===== src/rtl/core/mlf_pkg.sv =====
`timescale 1ns / 1ps
// ----------------------------------------------------------------------------
// mlf_pkg: shared types for the motor link failsafe
// Event codes, decoded operation codes and the queue entry between the
// classifier and the executor.
// ----------------------------------------------------------------------------
package mlf_pkg;

   localparam int MODE_W  = 3;
   localparam int MOTOR_W = 16;
   localparam int ID_W    = 16;
   localparam int STEP_W  = 15;
   localparam int N_CH    = 4;

   localparam int CH_FRONT = 0;
   localparam int CH_RIGHT = 1;
   localparam int CH_REAR  = 2;
   localparam int CH_LEFT  = 3;

   localparam logic [STEP_W-1:0] STEP_RESET = STEP_W'(10);

   typedef enum logic [MODE_W-1:0] {
      MODE_CMD    = 3'd0,
      MODE_SENSOR = 3'd1,
      MODE_SWITCH = 3'd2,
      MODE_HALT   = 3'd3,
      MODE_TICK   = 3'd4
   } mode_type;

   typedef enum logic [2:0] {
      OP_NOP,
      OP_CMD_LOAD,
      OP_CMD_KEEP,
      OP_SENSOR,
      OP_SWITCH,
      OP_HALT,
      OP_TICK
   } op_type;

   typedef logic signed [MOTOR_W-1:0] motor_type;

   typedef struct packed {
      op_type                     op;
      motor_type [N_CH-1:0]       cmd;
      logic      [ID_W-1:0]       id;
   } entry_type;

endpackage


===== src/rtl/core/mlf_front.sv =====
`timescale 1ns / 1ps
// ----------------------------------------------------------------------------
// mlf_front: event classifier
// Decodes mode and checksum flags into one operation and hands it, with the
// command payload, to the queue.
// ----------------------------------------------------------------------------
module mlf_front (
   input  logic [mlf_pkg::MODE_W-1:0]  req_mode,
   input  logic                        req_frame_ok,
   input  logic                        req_payload_ok,
   input  mlf_pkg::motor_type          req_cmd_front,
   input  mlf_pkg::motor_type          req_cmd_right,
   input  mlf_pkg::motor_type          req_cmd_rear,
   input  mlf_pkg::motor_type          req_cmd_left,
   input  logic [mlf_pkg::ID_W-1:0]    req_cmd_id,
   output mlf_pkg::entry_type          entry
);
   import mlf_pkg::*;

   op_type op;

   always_comb begin
      op = OP_NOP;
      unique case (req_mode)
         MODE_CMD: begin
            if (req_frame_ok) begin
               op = req_payload_ok ? OP_CMD_LOAD : OP_CMD_KEEP;
            end
         end
         MODE_SENSOR: begin
            if (req_frame_ok) op = OP_SENSOR;
         end
         MODE_SWITCH: begin
            if (req_frame_ok) op = OP_SWITCH;
         end
         MODE_HALT: begin
            if (req_frame_ok) op = OP_HALT;
         end
         MODE_TICK: begin
            // tick acts regardless of checksum
            op = OP_TICK;
         end
         default: begin
            op = OP_NOP;
         end
      endcase
   end

   always_comb begin
      entry.op             = op;
      entry.cmd[CH_FRONT]  = req_cmd_front;
      entry.cmd[CH_RIGHT]  = req_cmd_right;
      entry.cmd[CH_REAR]   = req_cmd_rear;
      entry.cmd[CH_LEFT]   = req_cmd_left;
      entry.id             = req_cmd_id;
   end

endmodule


===== src/rtl/core/mlf_queue.sv =====
`timescale 1ns / 1ps
// ----------------------------------------------------------------------------
// mlf_queue: two-entry queue
// Decouples the classifier from the executor so each side stalls on its own.
// ----------------------------------------------------------------------------
module mlf_queue (
   input  logic                clock,
   input  logic                reset,
   input  logic                push,
   input  mlf_pkg::entry_type  push_entry,
   output logic                full,
   input  logic                pop,
   output logic                head_valid,
   output mlf_pkg::entry_type  head_entry
);
   import mlf_pkg::*;

   entry_type  mem_ff [2];
   logic       wr_ptr_ff, wr_ptr_in;
   logic       rd_ptr_ff, rd_ptr_in;
   logic [1:0] count_ff, count_in;

   assign full       = (count_ff == 2'd2);
   assign head_valid = (count_ff != 2'd0);
   assign head_entry = mem_ff[rd_ptr_ff];

   always_comb begin
      wr_ptr_in = push ? ~wr_ptr_ff : wr_ptr_ff;
      rd_ptr_in = pop  ? ~rd_ptr_ff : rd_ptr_ff;
      count_in  = count_ff + 2'(push) - 2'(pop);
   end

   always_ff @(posedge clock) begin
      if (reset) begin
         wr_ptr_ff <= 1'b0;
         rd_ptr_ff <= 1'b0;
         count_ff  <= 2'd0;
      end else begin
         wr_ptr_ff <= wr_ptr_in;
         rd_ptr_ff <= rd_ptr_in;
         count_ff  <= count_in;
      end
   end

   always_ff @(posedge clock) begin
      if (push) begin
         mem_ff[wr_ptr_ff] <= push_entry;
      end
   end

endmodule


===== src/rtl/core/mlf_back.sv =====
`timescale 1ns / 1ps
// ----------------------------------------------------------------------------
// mlf_back: failsafe executor
// Holds the link state and motor values, applies one operation per cycle
// while the result is not stalled and registers the pulses of the result.
// ----------------------------------------------------------------------------
module mlf_back (
   input  logic                         clock,
   input  logic                         reset,
   input  logic                         csr_valid,
   input  logic [mlf_pkg::STEP_W-1:0]   csr_data,
   input  logic                         op_valid,
   input  mlf_pkg::entry_type           op_entry,
   output logic                         op_pop,
   output logic                         rsp_valid,
   input  logic                         rsp_stall,
   output logic                         rsp_pwm_write,
   output mlf_pkg::motor_type [mlf_pkg::N_CH-1:0] motors,
   output logic                         rsp_halted,
   output logic                         rsp_sensors_on,
   output logic                         rsp_link_reset,
   output logic                         rsp_send_report,
   output logic [mlf_pkg::ID_W-1:0]     rsp_report_id,
   output logic                         rsp_sensor_stale
);
   import mlf_pkg::*;

   logic [STEP_W-1:0]     step_ff;
   logic                  halt_ff, halt_in;
   logic                  cmd_seen_ff, cmd_seen_in;
   logic                  sens_seen_ff, sens_seen_in;
   logic                  sens_en_ff, sens_en_in;
   motor_type [N_CH-1:0]  motor_ff, motor_in;
   logic [ID_W-1:0]       id_ff, id_in;
   logic                  valid_ff, valid_in;
   logic                  pwm_ff, pwm_in;
   logic                  lreset_ff, lreset_in;
   logic                  report_ff, report_in;
   logic                  stale_ff, stale_in;

   logic                   airborne;
   motor_type [N_CH-1:0]   descend;
   logic signed [MOTOR_W:0] diff [N_CH];

   assign op_pop = op_valid && (!valid_ff || !rsp_stall);

   // saturating descent on every channel
   always_comb begin
      airborne = 1'b0;
      for (int i = 0; i < N_CH; i++) begin
         if (!motor_ff[i][MOTOR_W-1] && (motor_ff[i] != '0)) airborne = 1'b1;
         diff[i] = {motor_ff[i][MOTOR_W-1], motor_ff[i]} - {2'b00, step_ff};
         if (diff[i][MOTOR_W] && !diff[i][MOTOR_W-1]) begin
            descend[i] = {1'b1, {(MOTOR_W-1){1'b0}}};
         end else begin
            descend[i] = diff[i][MOTOR_W-1:0];
         end
      end
   end

   always_comb begin
      halt_in      = halt_ff;
      cmd_seen_in  = cmd_seen_ff;
      sens_seen_in = sens_seen_ff;
      sens_en_in   = sens_en_ff;
      motor_in     = motor_ff;
      id_in        = id_ff;
      valid_in     = valid_ff && rsp_stall;
      pwm_in       = pwm_ff;
      lreset_in    = lreset_ff;
      report_in    = report_ff;
      stale_in     = stale_ff;
      if (op_pop) begin
         valid_in  = 1'b1;
         pwm_in    = 1'b0;
         lreset_in = 1'b0;
         report_in = 1'b0;
         stale_in  = 1'b0;
         unique case (op_entry.op)
            OP_CMD_LOAD: begin
               cmd_seen_in = 1'b1;
               report_in   = 1'b1;
               motor_in    = op_entry.cmd;
               id_in       = op_entry.id;
               pwm_in      = !halt_ff;
            end
            OP_CMD_KEEP: begin
               cmd_seen_in = 1'b1;
               report_in   = 1'b1;
            end
            OP_SENSOR: begin
               sens_seen_in = 1'b1;
            end
            OP_SWITCH: begin
               halt_in    = 1'b0;
               sens_en_in = 1'b1;
            end
            OP_HALT: begin
               motor_in   = '0;
               pwm_in     = 1'b1;
               halt_in    = 1'b1;
               sens_en_in = 1'b0;
            end
            OP_TICK: begin
               if (!cmd_seen_ff) begin
                  if (!halt_ff) begin
                     motor_in = airborne ? descend : '0;
                     pwm_in   = 1'b1;
                  end
                  lreset_in  = 1'b1;
                  sens_en_in = 1'b0;
               end
               stale_in     = !sens_seen_ff;
               cmd_seen_in  = 1'b0;
               sens_seen_in = 1'b0;
            end
            default: begin
            end
         endcase
      end
   end

   always_ff @(posedge clock) begin
      if (reset) begin
         step_ff      <= STEP_RESET;
         halt_ff      <= 1'b1;
         cmd_seen_ff  <= 1'b0;
         sens_seen_ff <= 1'b0;
         sens_en_ff   <= 1'b0;
         motor_ff     <= '0;
         id_ff        <= '0;
         valid_ff     <= 1'b0;
      end else begin
         if (csr_valid) step_ff <= csr_data;
         halt_ff      <= halt_in;
         cmd_seen_ff  <= cmd_seen_in;
         sens_seen_ff <= sens_seen_in;
         sens_en_ff   <= sens_en_in;
         motor_ff     <= motor_in;
         id_ff        <= id_in;
         valid_ff     <= valid_in;
      end
   end

   always_ff @(posedge clock) begin
      pwm_ff    <= pwm_in;
      lreset_ff <= lreset_in;
      report_ff <= report_in;
      stale_ff  <= stale_in;
   end

   // state only moves when a new result loads, so levels show the state itself
   assign rsp_valid        = valid_ff;
   assign rsp_pwm_write    = pwm_ff;
   assign motors           = motor_ff;
   assign rsp_halted       = halt_ff;
   assign rsp_sensors_on   = sens_en_ff;
   assign rsp_link_reset   = lreset_ff;
   assign rsp_send_report  = report_ff;
   assign rsp_report_id    = id_ff;
   assign rsp_sensor_stale = stale_ff;

endmodule


===== src/rtl/core/motor_link_failsafe.sv =====
`timescale 1ns / 1ps
// A result passes through the queue register, then the executor register, after its event transfer.
// Throughput: one event per cycle while rsp_stall is low; the executor applies one operation a cycle.
// A two-entry queue absorbs result stall until it is full; then req_stall rises.
// Reset (synchronous): halted, sensors off, motors and id zero, step 10.
// ----------------------------------------------------------------------------
// motor_link_failsafe: four-channel motor link failsafe
// Classifies link events, queues them and executes them against the
// watchdog, shut-down and motor state.
// ----------------------------------------------------------------------------
module motor_link_failsafe (
   input  logic                         clock,
   input  logic                         reset,
   input  logic                         req_valid,
   output logic                         req_stall,
   input  logic [mlf_pkg::MODE_W-1:0]   req_mode,
   input  logic                         req_frame_ok,
   input  logic                         req_payload_ok,
   input  mlf_pkg::motor_type           req_cmd_front,
   input  mlf_pkg::motor_type           req_cmd_right,
   input  mlf_pkg::motor_type           req_cmd_rear,
   input  mlf_pkg::motor_type           req_cmd_left,
   input  logic [mlf_pkg::ID_W-1:0]     req_cmd_id,
   output logic                         rsp_valid,
   input  logic                         rsp_stall,
   output logic                         rsp_pwm_write,
   output mlf_pkg::motor_type           rsp_out_front,
   output mlf_pkg::motor_type           rsp_out_right,
   output mlf_pkg::motor_type           rsp_out_rear,
   output mlf_pkg::motor_type           rsp_out_left,
   output logic                         rsp_halted,
   output logic                         rsp_sensors_on,
   output logic                         rsp_link_reset,
   output logic                         rsp_send_report,
   output logic [mlf_pkg::ID_W-1:0]     rsp_report_id,
   output logic                         rsp_sensor_stale,
   input  logic                         csr_valid,
   output logic                         csr_ready,
   input  logic [mlf_pkg::STEP_W-1:0]   csr_data
);
   import mlf_pkg::*;

   entry_type             front_entry;
   entry_type             head_entry;
   logic                  q_full;
   logic                  head_valid;
   logic                  head_pop;
   logic                  push;
   motor_type [N_CH-1:0]  motors;

   assign req_stall = q_full;
   assign push      = req_valid && !q_full;
   assign csr_ready = 1'b1;

   mlf_front u_front (
      .req_mode       (req_mode),
      .req_frame_ok   (req_frame_ok),
      .req_payload_ok (req_payload_ok),
      .req_cmd_front  (req_cmd_front),
      .req_cmd_right  (req_cmd_right),
      .req_cmd_rear   (req_cmd_rear),
      .req_cmd_left   (req_cmd_left),
      .req_cmd_id     (req_cmd_id),
      .entry          (front_entry)
   );

   mlf_queue u_queue (
      .clock      (clock),
      .reset      (reset),
      .push       (push),
      .push_entry (front_entry),
      .full       (q_full),
      .pop        (head_pop),
      .head_valid (head_valid),
      .head_entry (head_entry)
   );

   mlf_back u_back (
      .clock            (clock),
      .reset            (reset),
      .csr_valid        (csr_valid),
      .csr_data         (csr_data),
      .op_valid         (head_valid),
      .op_entry         (head_entry),
      .op_pop           (head_pop),
      .rsp_valid        (rsp_valid),
      .rsp_stall        (rsp_stall),
      .rsp_pwm_write    (rsp_pwm_write),
      .motors           (motors),
      .rsp_halted       (rsp_halted),
      .rsp_sensors_on   (rsp_sensors_on),
      .rsp_link_reset   (rsp_link_reset),
      .rsp_send_report  (rsp_send_report),
      .rsp_report_id    (rsp_report_id),
      .rsp_sensor_stale (rsp_sensor_stale)
   );

   assign rsp_out_front = motors[CH_FRONT];
   assign rsp_out_right = motors[CH_RIGHT];
   assign rsp_out_rear  = motors[CH_REAR];
   assign rsp_out_left  = motors[CH_LEFT];

endmodule


===== config.mk =====
export PLATFORM = sky130hd
export DESIGN_NAME = motor_link_failsafe
export DESIGN_NICKNAME = d
export VERILOG_FILES = /design/src/rtl/core/mlf_pkg.sv /design/src/rtl/core/mlf_front.sv /design/src/rtl/core/mlf_queue.sv /design/src/rtl/core/mlf_back.sv /design/src/rtl/core/motor_link_failsafe.sv
export SDC_FILE = /design/constraint.sdc
export NUM_CORES = 1
export LEC_CHECK = 0
export BUFFER_PORTS_ARGS = -buffer_cell sky130_fd_sc_hd__buf_2
export CAP_MARGIN = 20
export CORE_MARGIN = 2
export CORE_UTILIZATION = 54
export DETAILED_ROUTE_END_ITERATION = 12
export PLACE_DENSITY = 0.86
export SYNTH_ARGS = -nofsm -noshare
export SYNTH_HDL_FRONTEND = slang
export SYNTH_SLANG_ARGS = --single-unit

===== constraint.sdc =====
create_clock -name clock -period 5.12 [get_ports clock]
set_input_delay 0.256 -clock clock [delete_from_list [all_inputs] [get_ports clock]]
set_output_delay 0.256 -clock clock [all_outputs]
set_load 0.01 [all_outputs]

---- After elaboration in Yosys (flattened, before gate mapping) ----
Memory sizes are Yosys's and may differ from the RTL's. A register that Yosys moved wholly into a read port is not among the register bits.
Cells that the tools add are included.
word-level totals
  output and inout port bits .............. 89
  memories ................................ 1
  register bits after elaboration ......... 108
  bits in writable memories ............... 166
  input port bits ......................... 105
  logic and storage cells ................. 116
memories
  memory          words  bits a word  read ports  clocked after Yosys merged registers in  write ports  RTL line         RTL
  u_queue.mem_ff  2      83           1           1                                        1            mlf_queue.sv:18  entry_type mem_ff [2];
cells by class
  bitwise logic cells ..................... 2
  multiplexer cells ....................... 33
  eq/ne operators ......................... 13
  reductions and logical operators ........ 43
  add/subtract/negate cells ............... 6
operators with widths
  operator            number
  $mux 64             3
  $pmux 64 s3         1
  $sub 16x16->17      4
  $mux 16             4
  $reduce_bool 16->1  4
  $pmux 3 s5          1
  $mux 1              14
  $logic_not 1->1     13
  $eq 3x2->1 const B  4
  $eq 3x3->1 const B  4
  $logic_and 1x1->1   11
  $mux 3              3
  $reduce_and 2->1    4
  $reduce_bool 2->1   4
  $eq 3x1->1 const B  2
  $pmux 1 s2          3
  $pmux 1 s3          2
  $reduce_bool 3->1   2
  $mux 2              2
  $ne 2x2->1 const B  2
  $reduce_and 4->1    1
  $logic_not 3->1     1
  $reduce_and 3->1    1
  $add 2x1->2         1
  5 further kinds     6

---- Depth between registers and ports, before layout ----
Gate-level depths: netlist of run 1.
  word-level depth ........................ 10
  depth in mapped cells ................... 13
  mapped depth without buffers ............ 12

---- Modules after synthesis ----
From an unflattened synthesis of run 1, not the netlist that was laid out.
second synthesis, totals
  cells, all modules ...................... 1283
  area total of the unflattened synthesis .. 14651.6 um^2
by module, submodules not included
  module               instances  cells each  seq. area each (um^2)  area each (um^2)
  mlf_back             1          910         2122.0                 7407.1
  mlf_queue            1          279         5084.9                 6557.5
  mlf_front            1          91          0.0                    661.9
  motor_link_failsafe  1          3           0.0                    25.0

---- Worst setup path after synthesis of run 1 ----
Ideal clock, no wire load.
  kind .................................... reg-to-reg
  start point ............................. reg u_queue.count_ff[0]
  end point ............................... mem u_queue.mem_ff[0][0] (netlist bit) (enable)
  setup slack ............................. 585 ps
  stages on the path, launching flop included .. 5
  setup time .............................. 525 ps
  buffers on the path ..................... 0
  arrival time ............................ 4010 ps
  data required time ...................... 4595 ps
  clock period less this slack ............ 4535 ps
  path through ............................ dfxtp_1 > inv_1 > nand2_1 > nand2_1 > nor2_1
on the way
  cells in the longest elaborated chain, start to end .. 5
RTL lines
  element                       RTL line                   RTL
  start: declaration            mlf_queue.sv:21            logic [1:0] count_ff, count_in;
  start signal: assignment      mlf_queue.sv:41            count_ff <= count_in;
  $eq 2x2->1                    mlf_queue.sv:23            assign full = (count_ff == 2'd2);
  $logic_not 1->1               motor_link_failsafe.sv:52  assign push = req_valid && !q_full;
  $logic_and 1x1->1             motor_link_failsafe.sv:52
  $mux 1                        mlf_queue.sv:46            if (push) begin
  $mux 1 (implied by the code)  mlf_queue.sv:47            mem_ff[wr_ptr_ff] <= push_entry;
  end: declaration              mlf_queue.sv:18
No other way between the ends.

---- Worst setup path after layout of run 1 ----
  start point ............................. reg u_back.step_ff[1]
  end point ............................... reg u_back.motor_ff, in the netlist u_back.motors[33]
on the way
  cells in the longest elaborated chain, start to end .. 8
RTL lines
  element                   RTL line         RTL
  start: declaration        mlf_back.sv:28   logic [STEP_W-1:0] step_ff;
  start signal: assignment  mlf_back.sv:134  if (csr_valid) step_ff <= csr_data;
  $sub 16x16->17 *          mlf_back.sv:52   diff[i] = {motor_ff[i][MOTOR_W-1], motor_ff[i]} - {2'b00, step_ff};
  $logic_not 1->1           mlf_back.sv:53   if (diff[i][MOTOR_W] && !diff[i][MOTOR_W-1]) begin
  $logic_and 1x1->1         mlf_back.sv:53
  $mux 16 *                 mlf_back.sv:53
  $mux 64 *                 mlf_back.sv:107  motor_in = airborne ? descend : '0;
  $mux 64 *                 mlf_back.sv:106  if (!halt_ff) begin
  $mux 64 *                 mlf_back.sv:105  if (!cmd_seen_ff) begin
  $pmux 64 s3 *             mlf_back.sv:79   unique case (op_entry.op)
  end signal: assignment    mlf_back.sv:139  motor_ff <= motor_in;
  end: declaration          mlf_back.sv:33   motor_type [N_CH-1:0] motor_ff, motor_in;
Mark *: on every way between the ends. The rest lies on a longest branch, timed or not. The select of a mux whose other input is x is not followed.
A chain may end at the register's enable or synchronous reset.

==> results of run 1 <==
[registers in the layout (all words and copies together) (netlist names), named ones only]
name	flops
u_back.rsp_report_id	16
u_back.step_ff	15
u_back.rsp_halted	1
u_back.rsp_link_reset	1
u_back.sens_seen_ff	1
u_queue.wr_ptr_ff	1
u_back.rsp_send_report	1
u_back.rsp_sensor_stale	1
u_back.motors	64
u_back.cmd_seen_ff	1
u_queue.rd_ptr_ff	1
u_back.rsp_sensors_on	1
u_back.rsp_valid	1
u_queue.mem_ff	166
u_back.rsp_pwm_write	1
u_queue.count_ff	2
[tightest hold or removal path, cell delays in order]
cell     delay, ns
buf_2         0.11
mux2i_1       0.08
nor2_1        0.10
[worst max path at each step]
| stage | from | to | slack, ns | cells past startpoint |
|---|---|---|---|---|
| final | u_back.step_ff[1]$_SDFFE_PP1P_ | u_back.motors[33]$_SDFFE_PP0P_ | 1.74 | 10 |
| after global routing | u_back.step_ff[1]$_SDFFE_PP1P_ | u_back.motors[33]$_SDFFE_PP0P_ | 1.48 | 10 |
| after CTS | u_back.step_ff[1]$_SDFFE_PP1P_ | u_back.motors[32]$_SDFFE_PP0P_ | 1.73 | 10 |
| after detailed placement | u_back.step_ff[1]$_SDFFE_PP1P_ | u_back.motors[32]$_SDFFE_PP0P_ | 1.74 | 10 |
| after global placement | u_back.step_ff[1]$_SDFFE_PP1P_ | u_back.motors[32]$_SDFFE_PP0P_ | 1.82 | 10 |
| after floorplan | u_queue.count_ff[0]$_SDFF_PP0_ | u_queue.mem_ff[0][0]$_DFFE_PP_ | 0.58 | 4 |
[layout by cell type, fill, tap and decap left out, drive strengths merged, types with 16 or more instances in the layout]
cell type / Yosys / final
a21oi: 108 / 108
clkbuf: 38 / 43
nor2: 133 / 133
nand2: 28 / 28
xor2: 24 / 24
nor3: 66 / 66
xnor2: 25 / 25
a211oi: 32 / 32
dfxtp: 105 / 105
inv: 46 / 47
dlygate4sd3: 0 / 95
o21a: 16 / 16
ha: 62 / 62
mux2i: 95 / 95
nor4: 17 / 17
a21o: 21 / 21
o21ai: 89 / 89
edfxtp: 170 / 170
buf: 15 / 203
[where the power goes]
| group | switching (mW) | total (mW) | leakage [nW] | internal (mW) |
|---|---|---|---|---|
| logic | 2.01 | 3.43 | 3.85 | 1.42 |
| registers | 0.315 | 3.09 | 2.45 | 2.77 |
| clock network | 0.846 | 2.13 | 0.479 | 1.28 |
| total | 3.17 | 8.64 | 6.78 | 5.47 |
[per-layer routing]
metal  wire (µm)  vias to the layer above  part of all wire
met5          13                        -           0.00036
met4        1060                        2             0.029
met3        2660                       75             0.073
met2       17400                      469              0.48
met1       15200                     5228              0.42
li1            -                     5170                 -
[layout make-up]
type / count / area (µm²)
Fill cell: 1847 / 8170
Sequential cell: 275 / 7210
Multi-Input combinational cell: 862 / 6000
Timing Repair Buffer: 298 / 2030
Clock buffer: 43 / 840
Tap cell: 330 / 413
Inverter: 46 / 173
Clock inverter: 11 / 131
Antenna cell: 1 / 2.50
[cell families (layout without fill, tap and decap cells)]
kind of cell	count (synthesis)	after routing
DFF	275	275
AOI/OAI and AO/OA	338	338
and+or+nand+nor	309	309
muxes	99	99
buffers and inverters	99	398
adders and majority gates	66	66
xor gates and xnor gates	49	49
other	1	2
[per-stage QoR]
stage | instance area (µm²) | worst slack [ns]
detailed placement | 14800 | 1.74
finish | 16800 | 1.74
global placement | 14800 | 1.82
floorplan | 13600 | 0.585
CTS | 16800 | 1.73
global route | 16800 | 1.48
[repair_timing]
action / 4_1_cts / 5_1_grt
setup endpoints to repair: 0 / 0
hold buffers: 95 / 0
hold endpoints to repair: 175 / 0
setup buffers: 0 / 0
==> results.py, run 1 <==
metrics = {
    "status": {
        "outcome": "completed",
    },
    "synth": {
        "async_reset_ff_frac": 0,
        "syn-mean-instance-area_um2": 11.0,
        "synthMuxAreaShare": 0.0734,
        "synth_top_flop_cell": "edfxtp_1",
        "ys_ff_latch": 275,
        "yosys_warnings": 0,
        "synth_area_leaders": "edfxtp_1 38%, dfxtp_1 15%, mux2i_1 7.0%",
        "synth_top_family_by_area": "compound AO/OA/AOI/OAI gates",
        "synth_area_mm2": 0.0136,
        "synthCells": 1236,
        "synth_compound_area_frac": 0.162,
        "yosys.area.top_type": "edfxtp_1",
        "synth_xor_xnor_area_share": 0.0316,
        "synth_top_area_frac": 0.376,
        "synthAdderAreaFrac": 0.0630,
        "yosys-top-cells-count": "170 x edfxtp_1, 133 x nor2_1, 105 x dfxtp_1",
        "synth_enable_flop_cells": 170,
        "yosysUniqueCellTypes": 71,
        "synthSimpleGateAreaFrac": 0.110,
        "synth_fp_nets": 1407,
        "yosysSeqAreaShare": 0.531,
        "synthMostInstantiatedCell": "edfxtp_1",
    },
    "floorplanning": {
        "start_util": 0.544,
        "io_pins": 194,
        "coreArea_mm2": 0.0250,
        "die-area_mm2": 0.0264,
        "chipWidth_um": 163,
        "die-height_um": 163,
        "row_count": 58,
    },
    "sta": {
        "fmax_ghz": 0.296,
        "worst_pin_slew_ns": 1.09,
        "drv_slew": 0,
        "finalCritPeriodShare": 0.661,
        "rsz0062_at_grt": "no",
        "whs_ns": 0.0392,
        "fin_skew_ns": 0.0131,
        "relSlewSlack": 0.273,
        "period_needed_ns": 3.38,
        "hold_violations": 0,
        "setup_viol_count_final": 0,
        "tns_ns": 0,
    },
    "routing": {
        "drc": 0,
        "via_count": 10944,
        "drt-initial-drc-count": 841,
        "postRouteAntennaNets": 0,
        "first_pass_iters": 5,
        "wl_per_cell_um": 19.5,
        "via_per_inst": 5.86,
        "wl_um": 36400,
    },
    "clocking": {
        "cts_tree": "done",
        "cts.sinks": 275,
        "clk_latency_ns": 0.56,
        "cts.repair.resized": 0,
        "clk_pin_slew_ns": 0.06,
        "numCtsBuffers": 29,
        "clk_path_buf_depth": 3,
        "clock-root-buffer": "clkbuf_16",
        "cts_max_level": 1,
    },
    "critical_path": {
        "critPathLaunchType": "flop",
        "rrSetupSlack_ns": 1.74,
        "slowest_delay_ns": 0.77,
        "cpMaxStageDelayCell": "a211oi_4",
        "r2r_start": "u_back.step_ff[1]$_SDFFE_PP1P_",
        "cpMostUsedCell": "o31a_1",
        "path_max_fanout": 15,
        "cp.buffers_inverters": 1,
        "cp_data_arrival_time_ns": 3.85,
        "reg2reg_depth": 10,
        "cp_cell_sequence": "inv_1 -> ha_1 -> nor2b_1 -> o31a_1 -> o31a_1 -> a221oi_2 -> o21ai_2 -> a211oi_4 -> a21oi_1 -> nor3_1",
        "crit_path_end_kind": "flop",
        "rr_endpoint": "u_back.motors[33]$_SDFFE_PP0P_",
        "worstSetupPathType": "flop to flop",
        "cp.required_ns": 5.59,
        "cp_top_family": "compound AO/OA/AOI/OAI gates",
    },
    "global_route": {
        "gr-usage-all-layers": 0.273,
        "use_met1": 0.355,
        "grt_pass1_wl_um": 56900,
        "grt.busiest_layer": "met2",
        "grt_pass1_vias": 10723,
        "use_met2": 0.459,
        "grt_use_met3": 0.0583,
        "antenna_found_initial": 2,
        "grt-ovfl-total": 0,
        "grt_max_degree": 68,
    },
    "placed_design": {
        "hpwl_um": 24100,
        "dpl.cell_count": 1714,
        "place.gp.congestion": 0.906,
        "port_buffers": 192,
    },
    "pwr": {
        "leakagePower_nw": 6.78,
        "power_mw": 8.64,
        "vdd_drop_max_mv": 0.322,
        "power_density_mw_per_mm2": 514,
    },
    "worst_hold_path": {
        "hold_path.class": "input port to flop",
        "min-delay-start": "csr_data[0]",
        "whs_path_depth": 3,
        "min_to": "u_back.step_ff[0]$_SDFFE_PP0P_",
    },
    "finish": {
        "final_cells": 1866,
        "area_delta_synth_final_pct": 23.7,
        "drive_above_1_share": 0.192,
        "nets": 1683,
        "final_core_util": 0.673,
    },
    "flow_run": {
        "drv_cap": 0,
    },
}
No activity file was read; power rests on OpenSTA's default activity.
==> run 2, diff against run 1 <==
Settings changed: CORE_UTILIZATION 54 to 52.
Clock period 5.12 ns to 2.9 ns, I/O delays scaled along.
==> run 2 against run 1 <==
  * Fmax is 17% higher
  * Combinational power is 110% higher
  * Clock skew is 0.021 ns higher
  * Global-route usage is 0.43 points higher
  * Critical path depth is 3 higher
  * Utilization is 1.6 points higher
  * Final area is 5.9% higher
  * Critical endpoint is now u_back.motors[37]$_SDFFE_PP0P_
  * Highest routed layer unchanged
==> results.py, run 2 (synthesis results as in run 1) <==
metrics = {
    "status": {
        "outcome": "completed",
    },
    "routing": {
        "wl_per_cell_um": 20.2,
        "wl_um": 39200,
        "drt-initial-drc-count": 947,
        "via_count": 11423,
        "postRouteAntennaNets": 0,
        "drc": 0,
        "first_pass_iters": 5,
        "via_per_inst": 5.87,
    },
    "global_route": {
        "antenna_found_initial": 3,
        "grt_pass1_vias": 11260,
        "grt_max_degree": 82,
        "grt-ovfl-total": 0,
        "grt_pass1_wl_um": 58900,
        "gr-usage-all-layers": 0.278,
    },
    "clocking": {
        "cts_max_level": 1,
        "clk_pin_slew_ns": 0.06,
        "clk_latency_ns": 0.58,
        "clk_path_buf_depth": 3,
        "cts.sinks": 275,
        "clock-root-buffer": "clkbuf_16",
        "cts_tree": "done",
        "numCtsBuffers": 29,
    },
    "critical_path": {
        "cp_data_arrival_time_ns": 3.33,
        "cp_cell_sequence": "buf_4 -> ha_4 -> inv_1 -> fa_2 -> a211oi_2 -> o21a_1 -> o21ai_1 -> a311o_1 -> a2111oi_4 -> a211oi_4 -> buf_6 -> a21oi_2 -> nor3_2",
        "cp.buffers_inverters": 3,
        "slowest_delay_ns": 0.42,
        "path_max_fanout": 5,
        "rr_endpoint": "u_back.motors[37]$_SDFFE_PP0P_",
        "cpMaxStageDelayCell": "a2111oi_4",
        "worstSetupPathType": "flop to flop",
        "rrSetupSlack_ns": 0.01,
        "r2r_start": "u_back.step_ff[0]$_SDFFE_PP0P_",
        "cp.required_ns": 3.34,
        "critPathLaunchType": "flop",
        "cp_top_family": "compound AO/OA/AOI/OAI gates",
        "path_depth": 13,
        "reg2reg_depth": 13,
        "crit_path_end_kind": "flop",
    },
    "pwr": {
        "power_density_mw_per_mm2": 920,
        "leakagePower_nw": 7.17,
        "power_mw": 16.4,
        "vdd_drop_max_mv": 0.651,
    },
    "placed_design": {
        "port_buffers": 192,
        "place.gp.congestion": 0.958,
        "hpwl_um": 25900,
    },
    "floorplanning": {
        "coreArea_mm2": 0.0258,
        "chipWidth_um": 166,
        "start_util": 0.526,
        "io_pins": 194,
        "die-height_um": 166,
        "die-area_mm2": 0.0274,
        "row_count": 59,
    },
    "worst_hold_path": {
        "min_to": "u_queue.mem_ff[1][80]$_DFFE_PP_",
        "whs_path_depth": 2,
        "hold_path.class": "input port to flop",
        "min-delay-start": "req_frame_ok",
    },
    "sta": {
        "rsz0062_at_grt": "yes",
        "finalCritPeriodShare": 0.996,
        "hold_violations": 0,
        "relSlewSlack": 0.508,
        "setup_viol_count_final": 0,
        "fmax_ghz": 0.346,
        "drv_slew": 0,
        "fin_skew_ns": 0.0339,
        "worst_pin_slew_ns": 0.730,
        "tns_ns": 0,
        "period_needed_ns": 2.89,
        "whs_ns": 0.0198,
    },
    "finish": {
        "largest_reg_flops": 166,
        "nets": 1756,
        "final_core_util": 0.688,
        "drive_above_1_share": 0.267,
        "layout.cells.most_common_list": "191 x buf_2, 170 x edfxtp_1, 129 x nor2_1",
        "largest_register": "u_queue.mem_ff",
        "fillers": 1853,
        "area_delta_synth_final_pct": 31.0,
        "final_common_cell": "buf_2",
    },
    "flow_run": {
        "drv_cap": 0,
    },
}
==> run 2: routing by layer <==
metal  GRT usage  routed length, µm
met1       0.354              15900
met2       0.475              18900
met3      0.0504               2880
met4      0.0968               1530
met5           0                 27
==> run 2: worst max path at each step <==
stage                                        start                              to  slack (ns)
CTS                 u_back.step_ff[0]$_SDFFE_PP0P_  u_back.motors[30]$_SDFFE_PP0P_       -0.01
global placement    u_back.step_ff[0]$_SDFFE_PP0P_  u_back.motors[30]$_SDFFE_PP0P_       -0.03
global route        u_back.step_ff[0]$_SDFFE_PP0P_  u_back.motors[39]$_SDFFE_PP0P_       -0.09
detailed placement  u_back.step_ff[0]$_SDFFE_PP0P_  u_back.motors[16]$_SDFFE_PP0P_       -0.13
floorplan           u_queue.count_ff[0]$_SDFF_PP0_  u_queue.mem_ff[1][0]$_DFFE_PP_       0.008
finish              u_back.step_ff[0]$_SDFFE_PP0P_  u_back.motors[37]$_SDFFE_PP0P_        0.01
==> run 2: layout make-up <==
cell class                 instances  area (µm²)  area share
sequential                       275        7210       0.406
timing repair buffer             369        2620       0.147
clock inverter                    17         215      0.0121
clock buffer                      37         806      0.0453
inverter                          46         173     0.00971
tap                              335         419      0.0236
multi-input combinational        864        6340       0.357
antenna                            2        5.00    0.000281
==> run 2: stage by stage <==
stage,instance area (µm²),cells,setup slack (ns)
2_1_floorplan,13600,1236,0.00803
3_3_place_gp,15300,1779,-0.0342
3_5_place_dp,15300,1779,-0.126
4_1_cts,17400,1933,-0.0112
5_1_grt,17800,1944,-0.0866
6_report,17800,1945,0.0123
==> run 2: power breakdown <==
group          internal (mW)  switching (mW)
logic                   3.00            4.09
clock network           2.33            1.59
registers               4.90           0.451
total                   10.2            6.14
==> run 2: repair_timing <==
item,in CTS,in global routing
hold endpoints to repair,182,0
hold buffers,98,0
pin swaps,6,40
cloned,0,2
setup buffers,2,8
resized for setup,6,73
endpoints found under the setup margin,42,58
